--- src/design/srd_pkg.sv ---
// Types and constants shared by the saturating restoring divider.
`default_nettype none

package srd_pkg;

   localparam int DIVIDEND_WIDTH = 63;
   localparam int DIVISOR_WIDTH  = 31;
   localparam int QUOTIENT_WIDTH = 31;
   localparam int NUM_STEPS      = QUOTIENT_WIDTH;
   localparam int SDIV_WIDTH     = DIVISOR_WIDTH + NUM_STEPS;

   localparam logic [QUOTIENT_WIDTH-1:0] QUOTIENT_MAX = {QUOTIENT_WIDTH{1'b1}};

   typedef struct packed {
      logic [DIVIDEND_WIDTH-1:0] dividend;
      logic [DIVISOR_WIDTH-1:0]  divisor;
   } srd_req_type;

   typedef struct packed {
      logic [QUOTIENT_WIDTH-1:0] quotient;
      logic [DIVISOR_WIDTH-1:0]  remainder;
      logic                      saturated;
   } srd_rsp_type;

   // The shifted divisor holds the divisor one place further left than the
   // step that reads it, so that no bit is lost before the final check.
   typedef struct packed {
      logic [DIVIDEND_WIDTH-1:0] part;
      logic [SDIV_WIDTH-1:0]     sdiv;
      logic [QUOTIENT_WIDTH-1:0] quo;
   } srd_stage_type;

endpackage

`default_nettype wire

--- src/design/srd_step.sv ---
// One pipeline stage of the divider: a single compare-and-subtract step.
`default_nettype none

module srd_step
   import srd_pkg::*;
(
   input  wire logic          clock,
   input  wire logic          reset,
   input  wire logic          in_valid,
   output logic               in_ready,
   input  wire srd_stage_type in_data,
   output logic               out_valid,
   input  wire logic          out_ready,
   output srd_stage_type      out_data
);

   logic                      valid_ff;
   logic                      valid_in;
   srd_stage_type             data_ff;
   srd_stage_type             data_in;
   logic [DIVIDEND_WIDTH-1:0] cmp;
   logic [DIVIDEND_WIDTH-1:0] diff;
   logic                      fits;

   assign in_ready = !valid_ff || out_ready;
   assign valid_in = in_ready ? in_valid : valid_ff;

   always_comb begin
      cmp  = {{(DIVIDEND_WIDTH-SDIV_WIDTH+1){1'b0}}, in_data.sdiv[SDIV_WIDTH-1:1]};
      fits = in_data.part >= cmp;
      diff = in_data.part - cmp;
      data_in.part = fits ? diff : in_data.part;
      data_in.sdiv = {1'b0, in_data.sdiv[SDIV_WIDTH-1:1]};
      data_in.quo  = {in_data.quo[QUOTIENT_WIDTH-2:0], fits};
   end

   always_ff @(posedge clock) begin
      if (reset) begin
         valid_ff <= 1'b0;
      end else begin
         valid_ff <= valid_in;
      end
   end

   always_ff @(posedge clock) begin
      if (in_valid && in_ready) begin
         data_ff <= data_in;
      end
   end

   assign out_valid = valid_ff;
   assign out_data  = data_ff;

endmodule

`default_nettype wire

--- config.mk ---
export PLATFORM = sky130hd
export DESIGN_NAME = srd_step
export DESIGN_NICKNAME = d
export VERILOG_FILES = /design/src/design/srd_pkg.sv /design/src/design/srd_step.sv
export SDC_FILE = /design/constraint.sdc
export NUM_CORES = 1
export LEC_CHECK = 0
export BUFFER_PORTS_ARGS = -buffer_cell sky130_fd_sc_hd__buf_2
export CORE_MARGIN = 10
export CORE_UTILIZATION = 45
export DETAILED_ROUTE_END_ITERATION = 12
export PLACE_DENSITY_LB_ADDON = 0.15
export SLEW_MARGIN = 20
export SYNTH_ARGS = -nofsm -noshare
export SYNTH_HDL_FRONTEND = slang
export SYNTH_SLANG_ARGS = --single-unit
--- constraint.sdc ---
create_clock -name clock -period 4.46 [get_ports clock]
set_input_delay 0.446 -clock clock [delete_from_list [all_inputs] [get_ports clock]]
set_output_delay 0.446 -clock clock [all_outputs]
set_load 0.02 [all_outputs]
==> results.toml <==
[job]
drv_cap = 0

[power]
p_leak_nw = 5.38
ir_drop_mv = 0.260
power_density_nw_per_um2 = 372

[critical_path]
cp-end-kind = "flip-flop"
crit_slowest_cell = "a221o_1"
crit_fanout = 6
worst-path-buf-inv = 3
critPathKind = "in2reg"
crit_chain = "buf_2, inv_1, ha_1, inv_1, fa_1, a21o_1, a221o_1, a221o_1, a41o_4, a41oi_2, a31oi_1, a21oi_1, xor2_1, a21oi_1"
start_kind = "primary input"
cp.required_ns = 4.65
slowest_delay_ns = 0.46
cp.arrival_ns = 3.81
path_delay_family = "compound AO/OA/AOI/OAI gates"
rrSetupSlack_ns = 2.40

[synth]
syn_nets = 1148
yosysTopAreaCellShare = 0.496
yosysWarnings = 0
ys_seq_area_frac = 0.498
async_flop_share = 0
ys_ff_latch = 156
synth_edf_count = 155
syn_inst = 925
netlist_area_um2 = 9390
synth.distinct_cells = 70
synth-main-ff-cell = "edfxtp_1"
synth_area_leader_cell = "edfxtp_1"
avgSynthCellArea_um2 = 10.2
synth_area_leaders = "edfxtp_1 50%, ha_1 8.3%, a21oi_1 6.0%"

[layout]
final_common_cell = "buf_2"
regArea_um2 = 4670
area_growth_pct = 26.0
fin_area_um2 = 11800
num-nets-final = 1451
fill_cells = 1841
layout_common_cells = "314 x buf_2, 155 x edfxtp_1, 112 x a21oi_1"
multi_input_area_um2 = 4270
layout-drive-gt1-share = 0.301

[place]
io_buffers = 314
dp_hpwl_mm = 22.8
place_congestion = 0.893
placed_area_um2 = 11200
pre_cts_ws_ns = 0.397

[clock_network]
cts_resized = 0
clock-sinks = 156
cts_setup_buffers = 0
clkTransAtPathRegs_ns = 0.07
holdBufCountCts = 0
ctsRootBufferMaster = "clkbuf_16"
cts.htree.levels = 4
clk_latency_ns = 0.44
numCtsBuffers = 17
cts_tree = "done"
cts_max_path_buffers = 2

[die]
initial_core_util = 0.461
core_region_area_um2 = 20400
die-area_um2 = 27000
core.rowCount = 52
dieWidth_um = 164
die_y_um = 164
io_pins = 318

[timing]
setup_violations = 0
fmax_mhz = 277
finalSetupTns_ns = 0
hold_ws_ns = 0.163
tightest_slew_ns = 1.02
min_period_over_period = 0.811
hold_violations = 0
slew_headroom = 0.321
finClkSkew_ns = 0.00598
min_period_ns = 3.62
rsz0062_at_grt = "false"
slew_viol_final = 0
layout_setup_ws_ns = 0.845

[status]
status = "complete, no violations"

[hold_path]
hold_class = "in2reg"

[detailed_routing]
vias = 8068
initialDrtViolationCount = 474
drc = 0
wl_per_cell_um = 18.8
wirelength_mm = 28.5
drtPass1Iterations = 6
postRouteAntennaNets = 0
viasPerCell = 5.33

[global_route]
grt_util_all_layers = 0.201
antenna_found_initial = 5
grt_overflow = 0
grt_max_degree = 73
grt_pass1_vias = 8053
grt_pass1_wl_mm = 42.8
-- state kept, by name, indices dropped and copies added, names as in the netlist --
| register | flops |
|---|---|
| out_data | 155 |
| out_valid | 1 |
-- worst register-to-register path, cell delays in order (launching register included) --
cell	delay (ns)
dfxtp_1	0.31
nand2b_1	0.10
and2_4	0.81
buf_4	0.51
-- synth_stat cells (3+ instances only) --
| cell type | n |
|---|---|
| a211oi_1 | 5 |
| nor2_1 | 80 |
| buf_2 | 6 |
| and2_1 | 7 |
| clkbuf_1 | 34 |
| nand2b_1 | 7 |
| a21boi_0 | 3 |
| o21ai_0 | 40 |
| a221o_1 | 4 |
| edfxtp_1 | 155 |
| and4_1 | 4 |
| nor3_1 | 12 |
| a31oi_1 | 10 |
| a21oi_1 | 112 |
| o21a_1 | 5 |
| ha_1 | 62 |
| o31ai_1 | 3 |
| nor4_1 | 3 |
| a21o_1 | 50 |
| nand2_1 | 80 |
| mux2_2 | 4 |
| xnor2_1 | 27 |
| a41oi_1 | 3 |
| o21bai_1 | 8 |
| inv_1 | 72 |
| o21ai_1 | 3 |
| nor2b_1 | 4 |
| nand3_1 | 13 |
| nand4_1 | 21 |
| xor2_1 | 29 |
| or2_2 | 3 |
| and3_1 | 8 |
-- kinds of logic after synthesis --
kind of cell,after synthesis,share of synthesized area
other,1,0.000399
and+or+nand+nor,252,0.125
adders and majority gates,63,0.0847
xor gates and xnor gates,56,0.0522
muxes,5,0.00586
buffers and inverters,116,0.0476
DFF,156,0.498
AOI/OAI and AO/OA,276,0.187
-- metal layers --
layer | global-route usage | wire, um | vias up
met3 | 0.0700 | 2600 | 33
li1 | - | - | 3992
met2 | 0.340 | 13500 | 282
met1 | 0.239 | 12000 | 3759
met5 | 0 | 7 | -
met4 | 0.0519 | 398 | 2
-- where the power goes --
part,internal (W),switching [W],total (W)
logic,0.000425,0.000717,0.00114
registers,0.00179,0.0000269,0.00182
clock network,0.000788,0.000658,0.00145
-- through the flow --
step                total power, W  utilization  instances
global placement           0.00297        0.552       1479
detailed placement         0.00299        0.552       1479
global route               0.00462        0.580       1511
floorplan                  0.00261            -        925
CTS                        0.00444        0.580       1511
finish                     0.00441        0.581       1515
-- path summary, 6_finish.rpt --
| check | start | end | depth (start not counted) |
|---|---|---|---|
| max reg2reg | out_valid | out_data[4] | 3 |
| min | reset | out_valid | 2 |
| min reg2reg | out_valid | out_valid | 2 |
| max | in_data[93] | out_data[141] | 14 |
-- layout make-up --
class                   count  share of cell area
diodes                      4            0.000846
clock buffers              17              0.0360
clock inverters            15              0.0131
inverters                  73              0.0232
multi-input cells         653               0.361
flip-flops and latches    156               0.395
well taps                 270              0.0286
repair buffers            327               0.142
No activity file was read; power rests on OpenSTA's default activity.
