$ cat src/design/srd_pkg.sv
// Types and constants shared by the saturating restoring divider.
`default_nettype none

package srd_pkg;

   localparam int DIVIDEND_WIDTH = 63;
   localparam int DIVISOR_WIDTH  = 31;
   localparam int QUOTIENT_WIDTH = 31;
   localparam int NUM_STEPS      = QUOTIENT_WIDTH;
   localparam int SDIV_WIDTH     = DIVISOR_WIDTH + NUM_STEPS;

   localparam logic [QUOTIENT_WIDTH-1:0] QUOTIENT_MAX = {QUOTIENT_WIDTH{1'b1}};

   typedef struct packed {
      logic [DIVIDEND_WIDTH-1:0] dividend;
      logic [DIVISOR_WIDTH-1:0]  divisor;
   } srd_req_type;

   typedef struct packed {
      logic [QUOTIENT_WIDTH-1:0] quotient;
      logic [DIVISOR_WIDTH-1:0]  remainder;
      logic                      saturated;
   } srd_rsp_type;

   // The shifted divisor holds the divisor one place further left than the
   // step that reads it, so that no bit is lost before the final check.
   typedef struct packed {
      logic [DIVIDEND_WIDTH-1:0] part;
      logic [SDIV_WIDTH-1:0]     sdiv;
      logic [QUOTIENT_WIDTH-1:0] quo;
   } srd_stage_type;

endpackage

`default_nettype wire

$ cat src/design/srd_final.sv
// Output stage of the divider: overflow check, saturation and result register.
`default_nettype none

module srd_final
   import srd_pkg::*;
(
   input  wire logic          clock,
   input  wire logic          reset,
   input  wire logic          in_valid,
   output logic               in_ready,
   input  wire srd_stage_type in_data,
   output logic               rsp_valid,
   input  wire logic          rsp_ready,
   output srd_rsp_type        rsp_data
);

   logic                      valid_ff;
   logic                      valid_in;
   srd_rsp_type               data_ff;
   srd_rsp_type               data_in;
   logic [DIVISOR_WIDTH-1:0]  dvs;
   logic                      over;

   assign in_ready = !valid_ff || rsp_ready;
   assign valid_in = in_ready ? in_valid : valid_ff;

   always_comb begin
      dvs  = in_data.sdiv[DIVISOR_WIDTH-1:0];
      over = in_data.part >= {{(DIVIDEND_WIDTH-DIVISOR_WIDTH){1'b0}}, dvs};
      if (over) begin
         data_in.quotient  = QUOTIENT_MAX;
         data_in.remainder = '0;
         data_in.saturated = 1'b1;
      end else begin
         data_in.quotient  = in_data.quo;
         data_in.remainder = in_data.part[DIVISOR_WIDTH-1:0];
         data_in.saturated = 1'b0;
      end
   end

   always_ff @(posedge clock) begin
      if (reset) begin
         valid_ff <= 1'b0;
      end else begin
         valid_ff <= valid_in;
      end
   end

   always_ff @(posedge clock) begin
      if (in_valid && in_ready) begin
         data_ff <= data_in;
      end
   end

   assign rsp_valid = valid_ff;
   assign rsp_data  = data_ff;

endmodule

`default_nettype wire

$ cat config.mk
export PLATFORM = sky130hd
export DESIGN_NAME = srd_final
export DESIGN_NICKNAME = d
export VERILOG_FILES = /design/src/design/srd_pkg.sv /design/src/design/srd_final.sv
export SDC_FILE = /design/constraint.sdc
export NUM_CORES = 1
export LEC_CHECK = 0
export ABC_AREA = 1
export BUFFER_PORTS_ARGS = -buffer_cell sky130_fd_sc_hd__buf_2
export CORE_MARGIN = 5
export CORE_UTILIZATION = 47
export DETAILED_ROUTE_END_ITERATION = 6
export GPL_ROUTABILITY_DRIVEN = 0
export PLACE_DENSITY = 0.89
export SLEW_MARGIN = 15
export SYNTH_ARGS = -nofsm -noshare
export SYNTH_HDL_FRONTEND = slang
export SYNTH_SLANG_ARGS = --single-unit
$ cat constraint.sdc
create_clock -name clock -period 9.8 [get_ports clock]
set_clock_uncertainty 0.15 [all_clocks]
set_input_delay 0.98 -clock clock [delete_from_list [all_inputs] [get_ports clock]]
set_output_delay 0.98 -clock clock [all_outputs]
set_load 0.01 [all_outputs]
==> impl_metrics.csv, run 1 <==
group,metric,value,unit
status,status,"completed",
synth,yosys_warnings,0,
global_route,globalRouteMet1Util,0.221,
setup_path,worst_setup_path_end_kind,"flop",
setup_path,crit_required,9.68,ns
global_route,grt_pass1_wl,15900,um
setup_path,worst-path-max-fanout,32,
clock_network,cts_root_buffer,"clkbuf_8",
finish,layout-drive-gt1-share,0.376,
global_route,gr-usage-met3,0.0689,
synth,synthSimpleGateAreaFrac,0.196,
finish,final_cell_mix,"193 x buf_2, 113 x inv_1, 72 x nand2_1, 63 x edfxtp_1, 34 x nor2_1",
sta,setup-tns-final,0,ns
route,drt_first_pass_iters,4,
finish,fill_cells,634,
synth,yosys.area_share.adder,0.108,
route,drt_iter0_markers,121,
power_and_ir_drop,power,0.656,mW
clock_network,cts_resized,0,
sta,fmax,327,MHz
power_and_ir_drop,cellLeakagePower,2.52,nW
clock_network,clk_pin_slew,0.07,ns
clock_network,cts_num_sinks,64,
route,wire_per_inst,13.8,um
route,drc_errors,0,
clock_network,cts_buffers,9,
flow_run,maxCapViolations,0,
sta,setup_violations,0,
global_route,antenna_found_initial,0,
synth,synth_compound_area_frac,0.0288,
floorplanning,core,7610,um^2
floorplanning,die_y,97.5,um
synth,syn-mean-instance-area,9.04,um^2
finish,nNetsFinal,787,
synth,netlist_instances,398,
sta,worst_pin_slew,0.793,ns
setup_path,worstSetupStartpointType,"input port",
synth,syn_nets,589,
route,vias_per_cell,4.66,
global_route,grtUsageMet2,0.379,
floorplanning,ios,225,
finish,area_delta_synth_final,35.8,%
synth,synthMuxAreaShare,0,
route,vias,3274,
floorplanning,dieArea,9510,um^2
global_route,grt-ovfl-total,0,
clock_network,worstSkewPairLatency,0.32,ns
synth,synth_top_family_by_area,"simple AND/OR/NAND/NOR gates",
global_route,grt_pass1_vias,3480,
clock_network,cts_buffer_depth,2,
floorplanning,rows,32,
clock_network,hold_buffers,0,
synth,ys_ff_latch,64,
clock_network,cts_max_level,3,
finish,n_antenna_cell,0,
sta,hold_viol_final,0,
clock_network,cts_setup_buffers,0,
finish,final_common_cell,"buf_2",
setup_path,critPathKind,"in2reg",
sta,fin_crit,3.06,ns
floorplanning,start_util,0.473,
global_route,track_usage,0.206,
floorplanning,die_w,97.5,um
hold_path,min-delay-path-class,"reg2reg",
route,drt.antenna.violating_nets,0,
synth,syn_area,3600,um^2
synth,synth-seq-area-share,0.531,
clock_network,tritoncts,"done",
sta,min_period_over_period,0.312,
route,routed_wl,9710,um
place,hpwl,7960,um
sta,rsz0062_at_grt,"no",
global_route,grt_max_degree,64,
synth,synthDistinctLibCells,22,
power_and_ir_drop,powerDensity,134,nW/um^2
sta,slew_viol_final,0,
synth,yosys.area_share.xor_xnor,0,
place,portBuffers,193,
setup_path,arrival,2.94,ns
power_and_ir_drop,ir_worst_vdd,0.0600,mV
global_route,top_usage_layer,"met2",
sta,slew_headroom,0.470,
-- synthesized netlist by cell type, drive strengths merged --
library cell / n / area, um^2
a21o: 1 / 7.51
a21oi: 14 / 73.8
buf: 9 / 63.8
dfxtp: 1 / 20.0
edfxtp: 63 / 1890
ha: 31 / 388
inv: 114 / 428
nand2: 81 / 327
nand3: 6 / 35.0
nand3b: 1 / 7.51
nand4: 3 / 18.8
nor2: 37 / 151
nor3: 33 / 165
o21a: 1 / 7.51
o21ai: 3 / 15.0
-- per-stage QoR --
step | instance area (um^2) | setup WS [ns] | utilization | hold slack [ns] | instances
6_report | 4890 | 6.74 | 0.642 | 0.391 | 703
5_1_grt | 4890 | 6.65 | 0.642 | 0.413 | 703
4_1_cts | 4890 | 6.73 | 0.642 | 0.388 | 703
3_5_place_dp | 4660 | 6.42 | 0.613 | 0.379 | 687
3_3_place_gp | 4660 | 6.53 | 0.613 | 0.357 | 687
2_1_floorplan | 3600 | 5.06 | - | 0.427 | 398
-- registers in the layout (all words and copies together) (netlist names) --
register and cells:
rsp_data 63, rsp_valid 1
-- layer usage --
layer / wire length [um] / up-vias
li1: - / 1639
met1: 3620 / 1452
met2: 5000 / 164
met3: 913 / 19
met4: 185 / 0
met5: 0 / -
-- worst max-delay path, stage by stage --
cell and delay, ns:
buf_2 0.12, ha_1 0.31, a21oi_1 0.22, o21ai_0 0.14, nor2_1 0.19, a21oi_2 0.17, nor2_4 0.66, nand2_1 0.14
-- power breakdown --
part	leakage, nW	internal (mW)	switching (mW)
registers	0.560	0.310	0.00273
clock network	0.114	0.157	0.0949
logic	1.85	0.0411	0.0508
total	2.52	0.508	0.148
-- worst paths after layout --
check | endpoint | depth (start not counted) | slack, ns | from
worst max-delay path | rsp_data[32] | 8 | 6.74 | in_data[107]
worst min-delay path | rsp_valid | 2 | 0.39 | rsp_valid
worst max register to register | rsp_data[38] | 2 | 8.14 | rsp_valid
worst min register to register | rsp_valid | 2 | 0.39 | rsp_valid
-- cell type report --
type                            count  area (um^2)  share of cell area
Timing Repair Buffer              196          988               0.202
Sequential cell                    64         1910               0.391
Clock inverter                      3         65.1              0.0133
Clock buffer                       13          159              0.0325
Inverter                          114          428              0.0876
Multi-Input combinational cell    211         1210               0.247
Tap cell                          102          128              0.0261
-- cell families (layout without fill, tap and decap cells) --
logic type	Yosys count	after routing
buffers and inverters	123	326
AND/OR/NAND/NOR	161	161
flip-flops	64	64
AO/OA/AOI/OAI	19	19
adder cells (fa/ha/maj)	31	31
No activity file was read; power rests on OpenSTA's default activity.
==> run 2, diff against run 1 <==
CORE_UTILIZATION = 43   (was 47)
PLACE_DENSITY = 0.83   (was 0.89)
clock period = 3 ns   (was 9.8 ns; I/O delays follow)
==> impl_metrics.csv, run 2 (same netlist as run 1, synthesis figures left out) <==
group,metric,value,unit
clock_network,cts_max_level,3,
clock_network,tritoncts,"done",
clock_network,cts_setup_buffers,0,
hold_path,holdCritStartpoint,"in_data[25]",
sta,rsz0062_at_grt,"no",
floorplanning,start_util,0.440,
sta,setup-tns-final,0,ns
clock_network,cts_buffers,9,
clock_network,cts_buffer_depth,2,
floorplanning,rows,33,
finish,largest_register_ffs,63,
sta,hold_viol_final,0,
power_and_ir_drop,powerDensity,435,nW/um^2
setup_path,regToRegStartpoint,"rsp_valid",
route,drt_first_pass_iters,4,
global_route,grt_pass1_vias,3387,
setup_path,worst-path-max-fanout,32,
clock_network,clk_pin_slew,0.07,ns
status,status,"completed",
global_route,antenna_found_initial,0,
setup_path,crit_path_start,"in_data[45]",
route,routed_wl,9670,um
finish,area_delta_synth_final,36.5,%
finish,final_common_cell,"buf_2",
floorplanning,ios,225,
route,drt.antenna.violating_nets,0,
clock_network,worstSkewPairLatency,0.33,ns
clock_network,cts_root_buffer,"clkbuf_8",
sta,worst_pin_slew,0.815,ns
route,drc_errors,0,
sta,slew_headroom,0.457,
route,drt_iter0_markers,86,
clock_network,cts_num_sinks,64,
finish,nNetsFinal,789,
floorplanning,die_y,101,um
sta,min_period_over_period,0.762,
global_route,grt_pass1_wl,15000,um
route,vias_per_cell,4.57,
finish,final_cell_mix,"193 x buf_2, 113 x inv_1, 72 x nand2_1, 63 x edfxtp_1, 34 x nor2_1",
place,dp.cells,691,
sta,whs,0.0747,ns
sta,slew_viol_final,0,
power_and_ir_drop,ir_worst_vdd,0.272,mV
route,wire_per_inst,13.7,um
hold_path,min-delay-path-class,"in2reg",
power_and_ir_drop,cellLeakagePower,2.52,nW
finish,final_cells,708,
global_route,grt-ovfl-total,0,
finish,seqCellArea,1910,um^2
finish,layout-drive-gt1-share,0.378,
setup_path,arrival,2.18,ns
floorplanning,dieArea,10300,um^2
global_route,grt_max_degree,64,
route,vias,3234,
setup_path,crit_required,2.89,ns
place,hpwl,7760,um
setup_path,worstSetupStartpointType,"input port",
sta,setup_violations,0,
setup_path,worst_setup_path_end_kind,"flop",
floorplanning,core,8180,um^2
finish,fill_cells,737,
finish,n_antenna_cell,0,
floorplanning,die_w,101,um
sta,fin_crit,2.29,ns
sta,fmax,437,MHz
place,portBuffers,193,
finish,multiInputGateArea,1210,um^2
setup_path,critPathKind,"in2reg",
flow_run,maxCapViolations,0,
global_route,track_usage,0.187,
## run 2: worst max-delay path, cell delays in order
cell and delay (ns):
buf_2 0.09, inv_1 0.04, ha_1 0.31, nand4_1 0.22, a21oi_1 0.09, nor2_1 0.23, a21oi_4 0.11, nor2_4 0.63
nand2_1 0.13
## run 2: repair_timing
item | 4_1_cts | 5_1_grt
hold endpoints to repair | 1 | 0
gates resized for setup | 0 | 0
hold buffers | 1 | 0
## run 2: final cells by class
class | count | share of cell area
timing repair buffer | 198 | 0.205
sequential | 64 | 0.389
inverter | 114 | 0.0871
tap | 105 | 0.0267
clock inverter | 7 | 0.0196
clock buffer | 9 | 0.0252
multi-input combinational | 211 | 0.247
## run 2: worst paths after layout
check	endpoint	slack, ns	cells after the start
worst max-delay path	rsp_data[34]	0.71	9
worst min-delay path	rsp_data[57]	0.07	3
worst max register to register	rsp_data[9]	1.30	2
worst min register to register	rsp_valid	0.39	2
## run 2: power by group
| part | switching, mW | internal (mW) | total, mW | leakage [nW] |
|---|---|---|---|---|
| clock network | 0.352 | 0.468 | 0.820 | 0.103 |
| logic | 0.165 | 0.135 | 0.300 | 1.86 |
| registers | 0.00869 | 1.01 | 1.02 | 0.560 |
| total | 0.526 | 1.61 | 2.14 | 2.52 |
## run 2: metrics by stage
stage / instance area (um^2) / worst slack [ns] / total power [mW] / util
after floorplan: 3600 / 0.229 / 1.18 / -
after global placement: 4680 / 0.386 / 1.33 / 0.573
after detailed placement: 4680 / 0.304 / 1.34 / 0.573
after CTS: 4910 / 0.652 / 2.15 / 0.601
after global routing: 4910 / 0.525 / 2.25 / 0.601
final: 4910 / 0.713 / 2.14 / 0.601
## run 2: layer usage
metal | routed length (um) | up-vias | global-route usage
li1 | - | 1638 | -
met1 | 3690 | 1433 | 0.212
met2 | 4960 | 152 | 0.337
met3 | 896 | 11 | 0.0489
met4 | 124 | 0 | 0.0665
met5 | 0 | - | 0
